==> src/sukt_pkg.sv <==
package sukt_pkg;

  localparam int IdW    = 32;
  localparam int RefW   = 16;
  localparam int GradeW = 10;
  localparam int FuncW  = 3;
  localparam int StartW = 7;
  localparam int PosW   = 6;
  localparam int CountW = 7;
  localparam int StatW  = 2;

  localparam logic [GradeW-1:0] GradeMax = 10'd1000;

  localparam logic [FuncW-1:0] FUNC_INSERT    = 3'd0;
  localparam logic [FuncW-1:0] FUNC_DELETE    = 3'd1;
  localparam logic [FuncW-1:0] FUNC_FIND_ID   = 3'd2;
  localparam logic [FuncW-1:0] FUNC_FIND_LAST = 3'd3;
  localparam logic [FuncW-1:0] FUNC_FIND_MAJ  = 3'd4;

  localparam logic [StatW-1:0] ST_OK       = 2'd0;
  localparam logic [StatW-1:0] ST_DUP      = 2'd1;
  localparam logic [StatW-1:0] ST_NOTFOUND = 2'd2;
  localparam logic [StatW-1:0] ST_FULL     = 2'd3;

  // Operation classes reported by the datapath to the controller.
  localparam logic [1:0] OP_INSERT = 2'd0;
  localparam logic [1:0] OP_DELETE = 2'd1;
  localparam logic [1:0] OP_FIND   = 2'd2;
  localparam logic [1:0] OP_OTHER  = 2'd3;

  typedef struct packed {
    logic        [FuncW-1:0]  func;
    logic        [StartW-1:0] start_position;
    logic signed [IdW-1:0]    id_key;
    logic        [RefW-1:0]   first_name_ref;
    logic        [RefW-1:0]   last_name_ref;
    logic        [RefW-1:0]   major_ref;
    logic        [GradeW-1:0] gpa_hundredths;
  } sukt_req_t;

  typedef struct packed {
    logic        [StatW-1:0]  status;
    logic        [PosW-1:0]   found_position;
    logic signed [IdW-1:0]    out_id;
    logic        [RefW-1:0]   out_first_name_ref;
    logic        [RefW-1:0]   out_last_name_ref;
    logic        [RefW-1:0]   out_major_ref;
    logic        [GradeW-1:0] out_gpa_hundredths;
    logic        [CountW-1:0] entry_count_out;
  } sukt_rsp_t;

  typedef struct packed {
    logic        [IdW-1:0]    id;
    logic        [RefW-1:0]   first;
    logic        [RefW-1:0]   last;
    logic        [RefW-1:0]   major;
    logic        [GradeW-1:0] grade;
  } sukt_rec_t;

  // Controller to datapath commands.
  typedef struct packed {
    logic load;     // capture request and evaluate all cells
    logic shift_in; // open a gap and write the new record
    logic shift_out;// close the gap of the removed record
    logic respond;  // drive the result register
  } sukt_cmd_t;

endpackage

==> src/sukt_ctrl.sv <==
module sukt_ctrl (
  input  logic                clk,
  input  logic                rst_n,
  input  logic                start,
  input  logic [1:0]          op_sel,
  output logic                busy,
  output logic                out_valid,
  output sukt_pkg::sukt_cmd_t cmd
);
  import sukt_pkg::*;

  localparam logic [1:0] S_IDLE = 2'd0;
  localparam logic [1:0] S_CMP  = 2'd1;
  localparam logic [1:0] S_UPD  = 2'd2;

  logic [1:0] state_r, state_nxt;
  logic       valid_r;

  // Idle, then the compare state, then update and respond.
  always_comb begin
    state_nxt = state_r;
    cmd = '0;
    unique case (state_r)
      S_IDLE: begin
        cmd.load = start;
        if (start) state_nxt = S_CMP;
      end
      S_CMP: state_nxt = S_UPD;
      S_UPD: begin
        cmd.shift_in  = (op_sel == OP_INSERT);
        cmd.shift_out = (op_sel == OP_DELETE);
        cmd.respond   = 1'b1;
        state_nxt = S_IDLE;
      end
      default: state_nxt = S_IDLE;
    endcase
  end

  assign busy = state_r != S_IDLE;
  assign out_valid = valid_r;

  always_ff @(posedge clk) begin
    if (!rst_n) begin
      state_r <= S_IDLE;
      valid_r <= 1'b0;
    end else begin
      state_r <= state_nxt;
      valid_r <= cmd.respond;
    end
  end

  // A result strobe follows the update cycle exactly.
  assert property (@(posedge clk) disable iff (!rst_n) state_r == S_UPD |=> out_valid)
    else $error("missing result strobe");
  // A start while busy never loads.
  assert property (@(posedge clk) disable iff (!rst_n) busy |-> !cmd.load)
    else $error("load while busy");
  // The strobe lasts one cycle.
  assert property (@(posedge clk) disable iff (!rst_n) out_valid |=> !out_valid)
    else $error("strobe longer than one cycle");

endmodule

==> config.mk <==
export PLATFORM = sky130hd
export DESIGN_NAME = sukt_ctrl
export DESIGN_NICKNAME = d
export VERILOG_FILES = /design/src/sukt_pkg.sv /design/src/sukt_ctrl.sv
export SDC_FILE = /design/constraint.sdc
export NUM_CORES = 1
export LEC_CHECK = 0
export BUFFER_PORTS_ARGS = -buffer_cell sky130_fd_sc_hd__buf_2
export CAP_MARGIN = 10
export CORE_AREA = 4 4 41 43
export CTS_BUF_LIST = sky130_fd_sc_hd__clkbuf_2 sky130_fd_sc_hd__clkbuf_4 sky130_fd_sc_hd__clkbuf_8
export DETAILED_ROUTE_END_ITERATION = 12
export DIE_AREA = 0 0 45 47
export GPL_TIMING_DRIVEN = 0
export REMOVE_ABC_BUFFERS = 1
export SYNTH_ARGS = -nofsm -noshare
export SYNTH_HDL_FRONTEND = slang
export SYNTH_SLANG_ARGS = --single-unit
==> constraint.sdc <==
create_clock -name clk -period 0.84 [get_ports clk]
set_input_delay 0.042 -clock clk [delete_from_list [all_inputs] [get_ports clk]]
set_output_delay 0.042 -clock clk [all_outputs]
set_load 0.02 [all_outputs]
==> qor.yml <==
outcome:
  outcome: "finished with violations"
  failed_checks: "setup timing"
clocking:
  clk_pin_slew_ns: 0.04
  cts-root-buf: "clkbuf_4"
  cts_tree: "done"
  clockBufferDepth: 2
  insertion_delay_ns: 0.24
  htreeDepth: 1
  cts_num_sinks: 3
  cts_made_buffers: 3
critical_path:
  crit_chain: "and4bb_2 -> buf_6"
  critPathRequiredTime_ns: 0.80
  crit_family: "flip-flops"
  worst_ep_arrival_time_ns: 1.01
  critical_path_class: "flip-flop to output pin"
  crit_fanout: 6
  max_stage_delay_ns: 0.35
  critPathBufInv: 1
  cpMaxStageDelayCell: "dfxtp_4"
  critical_path.startpoint_type: "flip-flop"
  endpoint_kind: "output pin"
timing:
  clock-skew-final_ns: 0.003553
  clock.fmax_mhz: 950.7
  fin_crit_ns: 1.052
  grt_setup_unrepaired: "true"
  slew_headroom_pct: 88.79
  final_hold_viol_count: 0
  min_period_over_period_pct: 125.2
  report.final.slew_viol_count: 0
  fin_hold_ws_ns: 0.08644
  finalWorstSetupSlack_ns: -0.2118
  tightest_slew_ns: 0.1677
  setup_viol: 5
power_and_ir_drop:
  p_total_uw: 523.4
  ir_drop_uv: 561.6
  p_per_area_mw_per_mm2: 1884
  p_leak_uw: 0.0001320
route:
  vias: 143
  detail_route.first_pass.iterations: 2
  postRouteAntennaNets: 0
  drc: 0
  drtIter0Drc: 3
  wl_per_cell_um: 9.634
  avgViaCountPerCell: 3.488
  drt_wl_total_um: 395
yosys:
  synth_top_area_share_pct: 42.11
  synthCells: 11
  synthTopCellsByArea: "dfxtp_1, and4bb_2, and3b_2"
  syn_area_per_cell_um2: 12.97
  netlist-cell-type-count: 7
  synth_area_um2: 142.6
  synth_warnings: 0
  yosysSeqAreaShare_pct: 42.11
  synth_top_cell_by_area: "dfxtp_1"
  synth.ff_latch_count: 3
global_route:
  grt_pass1_wl_um: 669
  antenna_found_initial: 0
  grt_use_total_pct: 5.599
  grt-ovfl-total: 0
  grt_max_degree: 9
  grt_pass1_vias: 134
job:
  maxCapViolCount: 0
floorplanning:
  rows: 13
  io_pins: 11
  die-area_mm2: 0.002115
  dieHeight_um: 47
  core_area_mm2: 0.001301
  die_w_um: 45
  initial_core_util_pct: 10.96
final_layout:
  syn2layout_area_growth_pct: 94.74
  postLayoutCoreUtil_pct: 21.35
  nFillCells: 146
  num_antenna_cells: 0
  nNetsFinal: 32
  layout-drive-gt1-share_pct: 92.31
place:
  port_buffers: 10
  place_worst_setup_slack_ns: -0.06013
  globalplace.congestion: 0.5696
hold_path:
  min_path_type: "primary input to flip-flop"
-- per-stage QoR --
stage / setup TNS [ns] / std cells / area [um^2]
global placement: -0.03604 / 36 / 211.5
CTS: -1.012 / 41 / 275.3
global route: -1.157 / 41 / 277.8
detailed placement: -0.1155 / 36 / 211.5
finish: -0.8577 / 41 / 277.8
floorplan: -0.1296 / 11 / 142.6
-- worst register-to-register path, cell delays in order, from the launching register on --
cell and delay (ns):
dfxtp_4 0.35, buf_4 0.13, and4bb_2 0.26
-- synthesized netlist by cell type (all sizes together) --
| library cell | instances |
|---|---|
| and4bb | 2 |
| and2b | 1 |
| dfxtp | 3 |
| or2 | 1 |
| nor4b | 1 |
| nor3b | 1 |
| and3b | 2 |
-- final timing paths --
check	start	end	slack (ns)	cells past startpoint
min reg2reg	state_r[1]	out_valid	0.57	1
min	rst_n	out_valid	0.09	2
max	state_r[0]	cmd[1]	-0.21	2
max reg2reg	state_r[0]	state_r[0]	0.03	2
-- final cells by class --
class                   instances  area (um^2)  area share, %
multi-input cells               8        85.08          30.63
repair buffers                 11        76.32          27.48
flip-flops and latches          3        67.56          24.32
clock buffers                   4        30.03          10.81
well taps                      15        18.77          6.757
-- placed cells by master, fill, tap and decap left out --
master,netlist,final
and4bb_2,2,2
buf_4,0,1
nor4b_2,1,1
or2_4,0,1
dfxtp_4,0,2
and3b_2,2,2
dfxtp_1,3,1
nor3b_1,1,1
buf_2,0,7
and2b_2,1,1
clkbuf_4,0,4
buf_6,0,3
-- sequential cells by signal, summed over array words and instances (netlist names) --
name	flops
out_valid	1
state_r	2
-- metal layers --
layer	vias to the layer above	part of all wire [%]	GRT usage (%)
li1	73	-	-
met1	55	52	6.561
met2	13	26	3.672
met3	2	19	6.513
met4	0	2.8	7.018
met5	-	0	0
-- report_power, final --
part           internal (uW)  switching [uW]
registers                147            7.99
logic                   43.4            31.6
clock network            211            83.0
-- repair_timing --
action,4_1_cts,5_1_grt
pin swaps,2,3
endpoints found under the setup margin,5,6
buffers inserted,1,0
gates resized for setup,10,1
hold buffers,0,0
-- kinds of logic (layout without fill, tap and decap cells) --
family,after synthesis,in the layout,share of synthesized area (%)
buf+inv,0,15,0
simple gates,8,8,57.90
flops,3,3,42.11
(Power assumes the default switching activity.)
